===== config.mk =====
export PLATFORM = sky130hd
export DESIGN_NAME = keyboard_to_char_lcd_editor_top
export DESIGN_NICKNAME = d
export VERILOG_FILES = /design/src/rtl/kce_pkg.sv /design/src/rtl/keyboard_to_char_lcd_editor_top.sv /design/src/rtl/kce_front.sv /design/src/rtl/kce_fifo.sv /design/src/rtl/kce_back.sv
export SDC_FILE = /design/constraint.sdc
export NUM_CORES = 1
export LEC_CHECK = 0
export BUFFER_PORTS_ARGS = -buffer_cell sky130_fd_sc_hd__buf_2
export CORE_MARGIN = 8
export CORE_UTILIZATION = 30
export CTS_CLUSTER_SIZE = 24
export DETAILED_ROUTE_END_ITERATION = 8
export HOLD_SLACK_MARGIN = 0.03
export PLACE_DENSITY = 0.56
export SLEW_MARGIN = 20
export SYNTH_ARGS = -nofsm -noshare
export SYNTH_HDL_FRONTEND = slang
export SYNTH_SLANG_ARGS = --single-unit

===== constraint.sdc =====
create_clock -name i_clk -period 9.79 [get_ports i_clk]
set_input_delay 0.4895 -clock i_clk [delete_from_list [all_inputs] [get_ports i_clk]]
set_output_delay 0.4895 -clock i_clk [all_outputs]
set_load 0.005 [all_outputs]

===== src/rtl/kce_pkg.sv =====
// ----------------------------------------------------------------------------
// kce_pkg
// Shared types, key codes, LCD bytes and the banner text of the line editor.
// ----------------------------------------------------------------------------
package kce_pkg;

    // Defaults of the editor geometry and the key queue.
    localparam int DEF_ROW_CELLS   = 20;
    localparam int DEF_ROW_COUNT   = 3;
    localparam int DEF_QUEUE_DEPTH = 4;

    // Column field wide enough for a row of up to 64 cells.
    localparam int COL_W = 6;

    // Keyboard codes.
    localparam logic [7:0] KEY_BKSP        = 8'h08;
    localparam logic [7:0] KEY_ENTER       = 8'h0A;
    localparam logic [7:0] KEY_SHIFT_MAKE  = 8'h0E;
    localparam logic [7:0] KEY_SHIFT_BREAK = 8'h8E;
    localparam logic [7:0] KEY_CAPS        = 8'h0F;
    localparam logic [7:0] KEY_PRINT_LO    = 8'h20;
    localparam logic [7:0] KEY_UPPER_A     = 8'h41;
    localparam logic [7:0] KEY_UPPER_Z     = 8'h5A;
    localparam logic [7:0] CASE_OFFSET     = 8'h20;

    // LCD bytes.
    localparam logic [7:0] LCD_CLEAR     = 8'h01;
    localparam logic [7:0] LCD_HOME_ADDR = 8'h80;
    localparam logic [7:0] LCD_BLANK     = 8'h20;

    // Register indexes of the configuration port.
    localparam logic [1:0] REG_ROW0 = 2'd0;
    localparam logic [1:0] REG_ROW1 = 2'd1;
    localparam logic [1:0] REG_ROW2 = 2'd2;

    localparam logic [7:0] ROW0_RESET = 8'hC0;
    localparam logic [7:0] ROW1_RESET = 8'h94;
    localparam logic [7:0] ROW2_RESET = 8'hD4;

    // Sequencer step counts.
    localparam int          BANNER_LEN      = 15;
    localparam logic [4:0]  STEP_BANNER_0   = 5'd2;
    localparam logic [4:0]  STEP_ENTER_LAST = 5'd17;
    localparam logic [4:0]  STEP_BKSP_LAST  = 5'd2;

    typedef enum logic [1:0] {
        KIND_CMD  = 2'd0,
        KIND_DATA = 2'd1,
        KIND_LED  = 2'd2
    } t_kind;

    typedef enum logic [1:0] {
        OP_BKSP  = 2'd0,
        OP_ENTER = 2'd1,
        OP_LED   = 2'd2,
        OP_PRINT = 2'd3
    } t_op_kind;

    // One classified key, as queued between the front and the back.
    typedef struct packed {
        t_op_kind         op;
        logic [7:0]       ch;      // character to write (print)
        logic [1:0]       row;     // row of the address command
        logic [COL_W-1:0] col;     // column of the address command
        logic [1:0]       leds;    // bit0 caps, bit1 shift
        logic             follow;  // print: an address command follows
    } t_op_entry;

    function automatic logic [7:0] banner_char(input logic [3:0] idx);
        logic [7:0] c;
        unique case (idx)
            4'd0:    c = 8'h4B; // K
            4'd1:    c = 8'h65; // e
            4'd2:    c = 8'h79; // y
            4'd3:    c = 8'h62; // b
            4'd4:    c = 8'h6F; // o
            4'd5:    c = 8'h61; // a
            4'd6:    c = 8'h72; // r
            4'd7:    c = 8'h64; // d
            4'd8:    c = 8'h20; // space
            4'd9:    c = 8'h53; // S
            4'd10:   c = 8'h61; // a
            4'd11:   c = 8'h6D; // m
            4'd12:   c = 8'h70; // p
            4'd13:   c = 8'h6C; // l
            4'd14:   c = 8'h65; // e
            default: c = 8'h20;
        endcase
        return c;
    endfunction

endpackage


===== src/rtl/keyboard_to_char_lcd_editor_top.sv =====
// ----------------------------------------------------------------------------
// keyboard_to_char_lcd_editor_top
// Keyboard codes in, character LCD writes and status LEDs out.
//
//   channel   direction  fields
//   s_axis    in         tdata[7:0] key_code
//   m_axis    out        tdata[7:0] lcd_byte, [9:8] led_bits; tuser kind; tlast last
//   cfg       in         i_cfg_idx 0..2 row address registers, i_cfg_wdata
//
// The front accepts one key per cycle while the four-entry key queue has room.
// The back sequencer emits one result per cycle while not stalled: Enter gives 18
// results, backspace 3, a printable key 1 or 2, a shift or caps key 1.
// Reset is synchronous and active low; no clearing pass is needed.
// A stalled output holds the back, and the queue lets the front keep taking keys.
// ----------------------------------------------------------------------------
module keyboard_to_char_lcd_editor_top #(
    parameter int ROW_CELLS   = kce_pkg::DEF_ROW_CELLS,
    parameter int ROW_COUNT   = kce_pkg::DEF_ROW_COUNT,
    parameter int QUEUE_DEPTH = kce_pkg::DEF_QUEUE_DEPTH
) (
    input  logic        i_clk,
    input  logic        i_rst_n,
    input  logic        s_axis_tvalid,
    output logic        s_axis_tready,
    input  logic [7:0]  s_axis_tdata,   // [7:0] key_code
    output logic        m_axis_tvalid,
    input  logic        m_axis_tready,
    output logic [15:0] m_axis_tdata,   // [7:0] lcd_byte, [9:8] led_bits, rest zero
    output logic [1:0]  m_axis_tuser,   // [1:0] kind
    output logic        m_axis_tlast,
    input  logic        i_cfg_we,
    input  logic [1:0]  i_cfg_idx,
    input  logic [7:0]  i_cfg_wdata
);
    import kce_pkg::*;

    logic      w_push, w_q_ready, w_pop, w_head_valid;
    t_op_entry w_entry, w_head;
    t_kind     w_kind;
    logic [7:0] w_lcd_byte;
    logic [1:0] w_led_bits;

    kce_front #(
        .ROW_CELLS (ROW_CELLS),
        .ROW_COUNT (ROW_COUNT)
    ) u_front (
        .i_clk       (i_clk),
        .i_rst_n     (i_rst_n),
        .i_key_valid (s_axis_tvalid),
        .o_key_ready (s_axis_tready),
        .i_key_code  (s_axis_tdata),
        .o_push      (w_push),
        .o_entry     (w_entry),
        .i_q_ready   (w_q_ready)
    );

    kce_fifo #(
        .DEPTH (QUEUE_DEPTH)
    ) u_fifo (
        .i_clk   (i_clk),
        .i_rst_n (i_rst_n),
        .i_push  (w_push),
        .i_entry (w_entry),
        .o_ready (w_q_ready),
        .i_pop   (w_pop),
        .o_valid (w_head_valid),
        .o_head  (w_head)
    );

    kce_back u_back (
        .i_clk        (i_clk),
        .i_rst_n      (i_rst_n),
        .i_cfg_we     (i_cfg_we),
        .i_cfg_idx    (i_cfg_idx),
        .i_cfg_wdata  (i_cfg_wdata),
        .i_head_valid (w_head_valid),
        .i_head       (w_head),
        .o_pop        (w_pop),
        .o_valid      (m_axis_tvalid),
        .i_ready      (m_axis_tready),
        .o_kind       (w_kind),
        .o_lcd_byte   (w_lcd_byte),
        .o_led_bits   (w_led_bits),
        .o_last       (m_axis_tlast)
    );

    assign m_axis_tdata = {6'd0, w_led_bits, w_lcd_byte};
    assign m_axis_tuser = w_kind;

endmodule


===== src/rtl/kce_front.sv =====
// ----------------------------------------------------------------------------
// kce_front
// Accepts key codes, tracks cursor, caps and shift, and queues one
// classified operation per key that causes LCD writes or an LED update.
// ----------------------------------------------------------------------------
module kce_front #(
    parameter int ROW_CELLS = kce_pkg::DEF_ROW_CELLS,
    parameter int ROW_COUNT = kce_pkg::DEF_ROW_COUNT
) (
    input  logic                i_clk,
    input  logic                i_rst_n,
    input  logic                i_key_valid,
    output logic                o_key_ready,
    input  logic [7:0]          i_key_code,
    output logic                o_push,
    output kce_pkg::t_op_entry  o_entry,
    input  logic                i_q_ready
);
    import kce_pkg::*;

    localparam int CW = $clog2(ROW_CELLS * ROW_COUNT + 1);
    localparam logic [CW-1:0] CELL_LIMIT = CW'(ROW_CELLS * ROW_COUNT);
    localparam logic [CW:0]   ROW1_START = (CW + 1)'(ROW_CELLS);
    localparam logic [CW:0]   ROW2_START = (CW + 1)'(2 * ROW_CELLS);

    logic [CW-1:0] r_cursor, n_cursor;
    logic          r_caps, n_caps;
    logic          r_shift, n_shift;

    logic          w_accept;
    logic [CW-1:0] w_pos;
    logic [CW:0]   w_pos_ext;
    logic [1:0]    w_row;
    logic [CW:0]   w_row_start;
    logic [7:0]    w_char;

    assign o_key_ready = i_q_ready;
    assign w_accept    = i_key_valid & i_q_ready;

    // Lower-case letters unless exactly one of caps and shift is set.
    always_comb begin
        w_char = i_key_code;
        if (i_key_code >= KEY_UPPER_A && i_key_code <= KEY_UPPER_Z && !(r_caps ^ r_shift)) begin
            w_char = i_key_code + CASE_OFFSET;
        end
    end

    // Row and column of the cell whose address command is queued.
    always_comb begin
        w_pos_ext = (CW + 1)'(w_pos);
        if (w_pos_ext >= ROW2_START) begin
            w_row       = 2'd2;
            w_row_start = ROW2_START;
        end else if (w_pos_ext >= ROW1_START) begin
            w_row       = 2'd1;
            w_row_start = ROW1_START;
        end else begin
            w_row       = 2'd0;
            w_row_start = '0;
        end
    end

    always_comb begin
        n_cursor = r_cursor;
        n_caps   = r_caps;
        n_shift  = r_shift;
        o_push   = 1'b0;
        w_pos    = '0;
        o_entry.op = OP_LED;
        priority if (i_key_code == KEY_BKSP) begin
            o_entry.op = OP_BKSP;
            w_pos      = r_cursor - CW'(1);
            if (r_cursor != '0) begin
                o_push   = w_accept;
                n_cursor = w_pos;
            end
        end else if (i_key_code == KEY_ENTER) begin
            o_entry.op = OP_ENTER;
            o_push     = w_accept;
            n_cursor   = '0;
        end else if (i_key_code == KEY_SHIFT_MAKE) begin
            o_push  = w_accept;
            n_shift = 1'b1;
        end else if (i_key_code == KEY_SHIFT_BREAK) begin
            o_push  = w_accept;
            n_shift = 1'b0;
        end else if (i_key_code == KEY_CAPS) begin
            o_push = w_accept;
            n_caps = ~r_caps;
        end else if (!i_key_code[7] && i_key_code >= KEY_PRINT_LO) begin
            o_entry.op = OP_PRINT;
            w_pos      = r_cursor + CW'(1);
            if (r_cursor < CELL_LIMIT) begin
                o_push   = w_accept;
                n_cursor = w_pos;
            end
        end else begin
            o_push = 1'b0;
        end
        if (!w_accept) begin
            n_cursor = r_cursor;
            n_caps   = r_caps;
            n_shift  = r_shift;
        end
        o_entry.ch     = w_char;
        o_entry.row    = w_row;
        o_entry.col    = COL_W'(w_pos_ext - w_row_start);
        o_entry.leds   = {n_shift, n_caps};
        o_entry.follow = (w_pos < CELL_LIMIT);
    end

    always_ff @(posedge i_clk) begin
        if (!i_rst_n) begin
            r_cursor <= '0;
            r_caps   <= 1'b0;
            r_shift  <= 1'b0;
        end else begin
            r_cursor <= n_cursor;
            r_caps   <= n_caps;
            r_shift  <= n_shift;
        end
    end

endmodule


===== src/rtl/kce_fifo.sv =====
// ----------------------------------------------------------------------------
// kce_fifo
// Short register queue of classified operations between front and back.
// ----------------------------------------------------------------------------
module kce_fifo #(
    parameter int DEPTH = kce_pkg::DEF_QUEUE_DEPTH
) (
    input  logic                i_clk,
    input  logic                i_rst_n,
    input  logic                i_push,
    input  kce_pkg::t_op_entry  i_entry,
    output logic                o_ready,
    input  logic                i_pop,
    output logic                o_valid,
    output kce_pkg::t_op_entry  o_head
);
    import kce_pkg::*;

    localparam int PW = (DEPTH > 1) ? $clog2(DEPTH) : 1;
    localparam int CNTW = $clog2(DEPTH + 1);
    localparam logic [PW-1:0]   PTR_LAST = PW'(DEPTH - 1);
    localparam logic [CNTW-1:0] CNT_FULL = CNTW'(DEPTH);

    t_op_entry       r_mem [DEPTH];
    logic [PW-1:0]   r_wr, n_wr;
    logic [PW-1:0]   r_rd, n_rd;
    logic [CNTW-1:0] r_count, n_count;
    logic            w_push, w_pop;

    assign o_ready = (r_count != CNT_FULL);
    assign o_valid = (r_count != '0);
    assign o_head  = r_mem[r_rd];
    assign w_push  = i_push & o_ready;
    assign w_pop   = i_pop & o_valid;

    always_comb begin
        n_wr    = r_wr;
        n_rd    = r_rd;
        n_count = r_count;
        if (w_push) begin
            n_wr = (r_wr == PTR_LAST) ? '0 : r_wr + PW'(1);
        end
        if (w_pop) begin
            n_rd = (r_rd == PTR_LAST) ? '0 : r_rd + PW'(1);
        end
        if (w_push && !w_pop) begin
            n_count = r_count + CNTW'(1);
        end else if (w_pop && !w_push) begin
            n_count = r_count - CNTW'(1);
        end
    end

    always_ff @(posedge i_clk) begin
        if (w_push) begin
            r_mem[r_wr] <= i_entry;
        end
    end

    always_ff @(posedge i_clk) begin
        if (!i_rst_n) begin
            r_wr    <= '0;
            r_rd    <= '0;
            r_count <= '0;
        end else begin
            r_wr    <= n_wr;
            r_rd    <= n_rd;
            r_count <= n_count;
        end
    end

endmodule


===== src/rtl/kce_back.sv =====
// ----------------------------------------------------------------------------
// kce_back
// Steps through each queued operation and emits one LCD write or LED update per cycle,
// while not stalled, into a registered output stage. Holds the row address registers.
// ----------------------------------------------------------------------------
module kce_back (
    input  logic                i_clk,
    input  logic                i_rst_n,
    input  logic                i_cfg_we,
    input  logic [1:0]          i_cfg_idx,
    input  logic [7:0]          i_cfg_wdata,
    input  logic                i_head_valid,
    input  kce_pkg::t_op_entry  i_head,
    output logic                o_pop,
    output logic                o_valid,
    input  logic                i_ready,
    output kce_pkg::t_kind      o_kind,
    output logic [7:0]          o_lcd_byte,
    output logic [1:0]          o_led_bits,
    output logic                o_last
);
    import kce_pkg::*;

    logic [7:0] r_row_addr [3];
    logic [4:0] r_step, n_step;
    logic       r_out_valid;
    t_kind      r_kind, n_kind;
    logic [7:0] r_byte, n_byte;
    logic [1:0] r_leds;
    logic       r_last, n_last;

    logic       w_load;
    logic [7:0] w_base;
    logic [7:0] w_addr;
    logic [4:0] w_last_step;

    assign w_load = i_head_valid & (~r_out_valid | i_ready);
    assign o_pop  = w_load & (r_step == w_last_step);

    always_comb begin
        unique case (i_head.row)
            2'd0:    w_base = r_row_addr[0];
            2'd1:    w_base = r_row_addr[1];
            default: w_base = r_row_addr[2];
        endcase
        w_addr = w_base + 8'(i_head.col);
    end

    always_comb begin
        unique case (i_head.op)
            OP_BKSP:  w_last_step = STEP_BKSP_LAST;
            OP_ENTER: w_last_step = STEP_ENTER_LAST;
            OP_LED:   w_last_step = 5'd0;
            OP_PRINT: w_last_step = {4'd0, i_head.follow};
            default:  w_last_step = 5'd0;
        endcase
    end

    always_comb begin
        n_kind = KIND_LED;
        n_byte = 8'h00;
        unique case (i_head.op)
            OP_BKSP: begin
                if (r_step == 5'd1) begin
                    n_kind = KIND_DATA;
                    n_byte = LCD_BLANK;
                end else begin
                    n_kind = KIND_CMD;
                    n_byte = w_addr;
                end
            end
            OP_ENTER: begin
                if (r_step == 5'd0) begin
                    n_kind = KIND_CMD;
                    n_byte = LCD_CLEAR;
                end else if (r_step == 5'd1) begin
                    n_kind = KIND_CMD;
                    n_byte = LCD_HOME_ADDR;
                end else if (r_step == STEP_ENTER_LAST) begin
                    n_kind = KIND_CMD;
                    n_byte = w_addr;
                end else begin
                    n_kind = KIND_DATA;
                    n_byte = banner_char(4'(r_step - STEP_BANNER_0));
                end
            end
            OP_LED: begin
                n_kind = KIND_LED;
                n_byte = 8'h00;
            end
            OP_PRINT: begin
                if (r_step == 5'd0) begin
                    n_kind = KIND_DATA;
                    n_byte = i_head.ch;
                end else begin
                    n_kind = KIND_CMD;
                    n_byte = w_addr;
                end
            end
            default: begin
                n_kind = KIND_LED;
                n_byte = 8'h00;
            end
        endcase
        n_last = (r_step == w_last_step);
        n_step = r_step;
        if (w_load) begin
            n_step = n_last ? 5'd0 : r_step + 5'd1;
        end
    end

    always_ff @(posedge i_clk) begin
        if (!i_rst_n) begin
            r_row_addr[0] <= ROW0_RESET;
            r_row_addr[1] <= ROW1_RESET;
            r_row_addr[2] <= ROW2_RESET;
        end else if (i_cfg_we) begin
            priority if (i_cfg_idx == REG_ROW0) begin
                r_row_addr[0] <= i_cfg_wdata;
            end else if (i_cfg_idx == REG_ROW1) begin
                r_row_addr[1] <= i_cfg_wdata;
            end else if (i_cfg_idx == REG_ROW2) begin
                r_row_addr[2] <= i_cfg_wdata;
            end
        end
    end

    always_ff @(posedge i_clk) begin
        if (!i_rst_n) begin
            r_step      <= 5'd0;
            r_out_valid <= 1'b0;
        end else begin
            r_step <= n_step;
            if (w_load) begin
                r_out_valid <= 1'b1;
            end else if (i_ready) begin
                r_out_valid <= 1'b0;
            end
        end
    end

    always_ff @(posedge i_clk) begin
        if (w_load) begin
            r_kind <= n_kind;
            r_byte <= n_byte;
            r_leds <= i_head.leds;
            r_last <= n_last;
        end
    end

    assign o_valid    = r_out_valid;
    assign o_kind     = r_kind;
    assign o_lcd_byte = r_byte;
    assign o_led_bits = r_leds;
    assign o_last     = r_last;

`ifndef SYNTHESIS
    a_step_range : assert property (@(posedge i_clk) disable iff (!i_rst_n)
        r_step <= STEP_ENTER_LAST)
        else $error("sequencer step out of range");

    a_mid_op_head : assert property (@(posedge i_clk) disable iff (!i_rst_n)
        r_step != 5'd0 |-> i_head_valid)
        else $error("operation in progress without a queued head");

    a_led_single : assert property (@(posedge i_clk) disable iff (!i_rst_n)
        r_out_valid && r_kind == KIND_LED |-> r_last && r_byte == 8'h00)
        else $error("LED update must be a single zero-byte result");

    a_pop_resets : assert property (@(posedge i_clk) disable iff (!i_rst_n)
        o_pop |=> r_step == 5'd0)
        else $error("step not cleared after finishing an operation");
`endif

endmodule


==> metrics.cfg, run 1 <==
[synth]
syn_avg_cell_area_um2 = 12.55
synth.top_cells.by_count = edfxtp_1, nand2_1, a21oi_1, nor2_1, o21ai_0
synth-compound-area-share_pct = 10.04
ys_top_cells_by_area = edfxtp_1, mux4_2, dfxtp_1
synthMuxAreaShare_pct = 10.14
synth_seq_cells = 144
synth_largest_area_cell = edfxtp_1
yosysMostFrequentCell = edfxtp_1
synth_top_family_by_area = simple AND/OR/NAND/NOR gates
synth_edf_count = 121
ys_seq_area_share_pct = 56.82
yosysTopAreaCellShare_pct = 50.43
synth-simple-area-share_pct = 11.46
synth.cell_area_mm2 = 0.007206
synthArstFlopShare_pct = 0
synthXorXnorAreaFrac_pct = 2.188
synthFlopType = edfxtp_1
ys_warn_count = 0
synthAdderAreaFrac_pct = 5.695
ys_types = 63
synth_cells = 574

[clocking]
ctsResizeCount = 0
cts.sinks = 144
cts_hold_buf = 0
cts_tree = built
post_cts_buffers = 0
clockRootBuffer = clkbuf_16
clk_latency_ps = 420
ctsHtreeMaxLevel = 4
cts.path.max_buffers = 2
clk_pin_slew_worst_paths_ps = 60
cts_buffers = 17

[timing]
worstMarginPinSlew_ps = 922.9
timing.final.crit_period_ps = 3891
finalCritPeriodShare_pct = 39.75
finClkSkew_ps = 9.511
setup_viol = 0
relSlewSlack_pct = 37.90
finalHoldViolCount = 0
fin_tns_setup_ps = 0
drv_slew = 0
grt_setup_unrepaired = false
fmax_mhz = 257.0

[place]
dp_cells = 908
dp_hpwl_mm = 11.49
finalWeightedCongestion = 0.7946
portBuffers = 37

[setup_path]
cp-start-kind = flop
path_delay_family = multiplexers
end_kind = flop
crit_path_max_fanout = 24
crit_chain = buf_4 -> mux2_2 -> mux2i_1 -> nor4_1 -> o311a_1 -> and2_1 -> inv_1 -> ha_1 -> inv_1 -> fa_1 -> xor2_1 -> or3_1 -> a21oi_1
cp_slowest_cell = mux2i_1
required_ps = 10120
arrival_ps = 4220
worst_path_largest_cell_delay_ps = 630
cpMostUsedCell = inv_1
critPathKind = flop to flop
path_buf_inv = 3

[cells_and_area]
diodes = 0
finish.utilization_pct = 35.05
drive_gt1_share_pct = 18.20
area_growth_pct = 14.52
final_net_count = 662
instances_no_fill = 940

[global_routing]
grt_start_max_net_pins = 26
grtUsageTotal_pct = 11.36
grt_pass1_vias = 4602
overflow = 0
antenna_found_initial = 0
grt_first_pass_wirelength_mm = 25.21

[floorplanning]
die_width_um = 171.0
core_mm2 = 0.02354
row_count = 56
dieArea_mm2 = 0.02923
start_util_pct = 30.61
die_y_um = 171.0
num_io_pins = 44

[run]
drv_cap = 0

[power]
pwr_density_cell_mw_per_mm2 = 223.9
ir_drop_v = 0.0001079
p_leak_nw = 2.928

[drt]
final_antenna_net_count = 0
drc = 0
vias = 4665
wl_mm = 16.41
viasPerCell = 4.963
first_pass_iters = 5
drt_iter0_markers = 363
wl_per_cell_um = 17.45

[worst_hold_path]
worstHoldPathType = primary input to flop
min_from = m_axis_tready

[status]
status = finished, final reports clean

==> through the flow <==
stage | total power, mW | hold slack (ps) | worst slack [ps] | cell area (um^2)
after floorplan | 1.102 | 453.9 | 6534 | 7224
after global placement | 1.240 | 469.6 | 5992 | 7684
after detailed placement | 1.252 | 478.0 | 5898 | 7689
after CTS | 1.869 | 328.2 | 5892 | 8244
after global routing | 1.942 | 344.3 | 5678 | 8252
final | 1.848 | 349.1 | 5899 | 8252
==> area by class of cell <==
class	instances	area (um^2)
Multi-Input combinational cell	379	2887
Tap cell	319	399.1
Clock inverter	12	118.9
Inverter	23	86.33
Fill cell	2353	15290
Sequential cell	144	4094
Clock buffer	20	436.7
Timing Repair Buffer	43	230.2
==> worst register-to-register path: stages (launching register included) <==
cell and delay (ps):
dfxtp_1 300, buf_4 340, mux2_2 410, mux2i_1 630, nor4_1 100, o311a_1 420
and2_1 280, inv_1 90, ha_1 180, inv_1 70, fa_1 370, xor2_1 170
or3_1 310, a21oi_1 130
==> routing by layer <==
layer  global-route usage (%)  vias to the layer above  part of all wire (%)
met5                        0                        -                     0
met4                    3.743                        0                   1.4
met3                    2.858                       21                   4.7
met2                    18.01                      106                    47
met1                    14.97                     2316                    47
li1                         -                     2222                     -
==> cells by family after synthesis <==
family                   count (synthesis)
AND/OR/NAND/NOR                        163
flip-flops                             144
AO/OA/AOI/OAI                          115
buffers and inverters                   56
multiplexers                            46
adder cells (fa/ha/maj)                 31
XOR/XNOR                                18
other                                    1
==> state kept, by name (all words and copies together) (netlist names), named ones only <==
register	flops
u_back.o_kind	2
u_back.o_last	1
u_back.o_lcd_byte	8
u_back.o_led_bits	2
u_back.o_valid	1
u_back.r_row_addr	24
u_back.r_step	5
u_fifo.r_count	3
u_fifo.r_mem	84
u_fifo.r_rd	2
u_fifo.r_wr	2
u_front.r_caps	1
u_front.r_cursor	6
u_front.r_shift	1
==> final timing paths <==
kind	end	slack, ps	cells after the start
max	u_fifo.r_count[2]$_SDFFE_PN0P_	5900	13
min	u_back.o_valid$_SDFFE_PN0P_	350	4
max reg2reg	u_fifo.r_count[2]$_SDFFE_PN0P_	5900	13
min reg2reg	u_back.o_valid$_SDFFE_PN0P_	480	2
==> report_power, final <==
group | total [mW] | leakage [nW] | switching, mW | internal [mW]
clock | 0.613 | 0.266 | 0.242 | 0.371
sequential | 0.768 | 1.33 | 0.0285 | 0.740
combinational | 0.466 | 1.33 | 0.280 | 0.186
==> layout by cell type, fill, tap and decap left out, types with 6 or more instances in the layout <==
cell	n
a21oi_1	32
and2_1	11
buf_2	37
buf_4	6
clkbuf_16	17
conb_1	6
dfxtp_1	23
edfxtp_1	121
ha_1	28
inv_1	21
mux2_2	6
mux2i_1	19
mux4_2	21
nand2_1	51
nand2b_1	8
nand3_1	9
nor2_1	32
nor3_1	13
o21ai_0	32
xnor2_1	6
xor2_1	11
Power figures use the tool's default switching activity.
==> inputs of run 2 (changes only) <==
- ABC_AREA: default -> 1
- PLACE_DENSITY: 0.56 -> 0.58
- clock period: 9.79 -> 3.5 ns (I/O delays scaled with it)
==> run 2 against run 1 <==
Sequential power grew to 2.9 times the previous value; clock-buffer cell count down 2; final cell count increased by 23%; worst hold slack lost 290 ps; highest routed layer unchanged.
==> metrics.cfg, run 2 <==
[status]
status = finished, final reports clean

[global_routing]
met1_usage_pct = 13.48  ; -1.5 points
grtUsageTotal_pct = 11.14  ; -0.22 points
grt_util_met2_pct = 18.64  ; +0.63 points
grt_pass1_vias = 5072  ; +10%
grt.busiest_layer = met2
antenna_found_initial = 0  ; unchanged
grtUsageMet3_pct = 2.614  ; -0.24 points
grt_first_pass_wirelength_mm = 26.34  ; +4.5%
grt_start_max_net_pins = 24  ; -7.7%
overflow = 0  ; unchanged

[cells_and_area]
layout_common_cells = nand2_1, edfxtp_1, inv_1, nor2_1, o21ai_0
drive_gt1_share_pct = 15.42  ; -2.8 points
diodes = 0  ; unchanged
instances_no_fill = 1154  ; +23%
top_register = u_fifo.r_mem
largest_register_ffs = 84  ; unchanged
final_common_cell = nand2_1
final_net_count = 871  ; +32%
finish.utilization_pct = 35.03  ; about the same
area_growth_pct = 15.29

[synth]
synth_largest_area_cell = edfxtp_1
ys_warn_count = 0  ; unchanged
synth.top_cells.by_count = nand2_1, edfxtp_1, inv_1, nor2_1, o21ai_0
synthArstFlopShare_pct = 0  ; unchanged
ys_top_cells_by_area = edfxtp_1, nand2_1, dfxtp_1
synth_edf_count = 121  ; unchanged
synth.cell_area_mm2 = 0.007367  ; +2.2%
synth_cells = 766  ; +33%
ys_seq_area_share_pct = 55.57  ; -1.2 points
yosysMostFrequentCell = nand2_1
synth_seq_cells = 144  ; unchanged
yosysTopAreaCellShare_pct = 49.32  ; -1.1 points
syn_avg_cell_area_um2 = 9.618  ; -23%
synthFlopType = edfxtp_1
ys_types = 48  ; -24%

[clocking]
ctsResizeCount = 0  ; unchanged
cts.path.max_buffers = 2  ; unchanged
clk_pin_slew_worst_paths_ps = 60  ; about the same
cts_buffers = 17  ; unchanged
ctsHtreeMaxLevel = 4  ; unchanged
clockRootBuffer = clkbuf_16
cts.sinks = 144  ; unchanged
clk_latency_ps = 410  ; about the same
post_cts_buffers = 0  ; unchanged
cts_hold_buf = 1  ; +1
cts_tree = built

[timing]
hold_ws_ps = 56.30  ; -292.8 ps
fin_ws_ps = 396.2  ; -5503 ps
drv_slew = 0  ; unchanged
timing.final.crit_period_ps = 3104  ; -787.3 ps
fin_tns_setup_ps = 0  ; unchanged
relSlewSlack_pct = 54.99  ; +17 points
finalCritPeriodShare_pct = 88.68  ; +49 points
grt_setup_unrepaired = false
finClkSkew_ps = 8.140  ; -1.371 ps
finalHoldViolCount = 0  ; unchanged
worstMarginPinSlew_ps = 668.1  ; -254.8 ps
fmax_mhz = 322.2  ; +25%
setup_viol = 0  ; unchanged

[floorplanning]
row_count = 57  ; +1.8%
start_util_pct = 30.38  ; -0.23 points
dieArea_mm2 = 0.02983  ; +2.0%
num_io_pins = 44  ; unchanged
die_width_um = 172.7  ; +1.0%
core_mm2 = 0.02425  ; +3.0%
die_y_um = 172.7  ; +1.0%

[place]
post-place-ws_ps = 418.1  ; -5480 ps
finalWeightedCongestion = 0.8733  ; +9.9%
portBuffers = 37  ; unchanged
dp_hpwl_mm = 12.24  ; +6.6%
dp_cells = 1121  ; +23%

[setup_path]
crit_path_max_fanout = 19  ; -21%
critPathKind = flop to flop
cp-start-kind = flop
regToRegEndpoint = u_back.o_lcd_byte[6]$_DFFE_PP_
ff2ff_path_depth = 17  ; +4
arrival_ps = 3260  ; -960 ps
timing.reg2reg.setup_slack_ps = 400  ; -5500 ps
end_kind = flop
required_ps = 3660  ; -6460 ps

[worst_hold_path]
min_from = s_axis_tdata[3]
min_to = u_fifo.r_mem[1][14]$_DFFE_PP_
holdPathStages = 1  ; -3
worstHoldPathType = primary input to flop

[power]
p_leak_nw = 3.467  ; +18%
ir_drop_v = 0.0002572  ; +140%
pwr_density_cell_mw_per_mm2 = 672.5  ; +200%

[drt]
viasPerCell = 4.610  ; -7.1%
final_antenna_net_count = 0  ; unchanged
drt_iter0_markers = 420  ; +16%
wl_mm = 16.80  ; +2.4%
drc = 0  ; unchanged
vias = 5320  ; +14%
wl_per_cell_um = 14.55  ; -17%
first_pass_iters = 8  ; +3

[run]
drv_cap = 0  ; unchanged

## run 2: logic make-up (layout without fill, tap and decap cells)
| family | Yosys count | after routing | synth area share (%) |
|---|---|---|---|
| xor+xnor | 15 | 15 | 1.783 |
| flops | 144 | 144 | 55.57 |
| compound gates | 142 | 142 | 11.45 |
| buf+inv | 124 | 183 | 7.150 |
| simple gates | 309 | 309 | 18.43 |
| other cells | 1 | 6 | 0.05090 |
| fa+ha+maj | 31 | 31 | 5.571 |
## run 2: worst max path at each step
| stage | cells past startpoint | end | slack, ps | from |
|---|---|---|---|---|
| 6_report | 17 | u_back.o_lcd_byte[6]$_DFFE_PP_ | 400 | flop |
| 4_1_cts | 16 | u_back.o_lcd_byte[6]$_DFFE_PP_ | 420 | flop |
| 2_1_floorplan | 16 | u_back.o_lcd_byte[6]$_DFFE_PP_ | 650 | flop |
| 3_3_place_gp | 16 | u_back.o_lcd_byte[6]$_DFFE_PP_ | 490 | flop |
| 5_1_grt | 17 | u_back.o_lcd_byte[6]$_DFFE_PP_ | 40 | flop |
| 3_5_place_dp | 17 | u_back.o_lcd_byte[6]$_DFFE_PP_ | 420 | flop |
## run 2: power by group
| part | switching [mW] | total [mW] | internal [mW] |
|---|---|---|---|
| clock network | 0.685 | 1.66 | 0.972 |
| registers | 0.0962 | 2.20 | 2.11 |
| logic | 1.22 | 1.85 | 0.632 |
## run 2: routing by layer
layer,share of wire [%],wire length [um]
met5,0,0
met2,49,8185
met4,2.2,374
met1,44,7439
met3,4.7,795
## run 2: stage by stage
step	area, um^2	power, mW
global placement	7935	4.083
floorplan	7386	3.529
global route	8493	6.078
finish	8493	5.712
CTS	8493	5.772
detailed placement	7935	4.101
## run 2: critical path: stages, from the launching register on
cell     delay (ps)
dfxtp_1         450
buf_4           270
nand2_1         120
nand3_1          90
nand2_1         110
nand2_2         150
o22ai_1         100
nor2_1          120
ha_1            200
inv_1            60
fa_1            400
o21ai_0         290
nand2_1          80
nand2_1          70
a21oi_1          70
xnor2_1         140
nand2_1          60
nand3_1          70
## run 2: final cells by class
class                           instances  area [um^2]
Timing Repair Buffer                   51        292.8
Tap cell                              324        405.4
Fill cell                            2454        15760
Sequential cell                       144         4094
Multi-Input combinational cell        503         2775
Inverter                              100        377.9
Clock buffer                           18        429.2
Clock inverter                         14        118.9
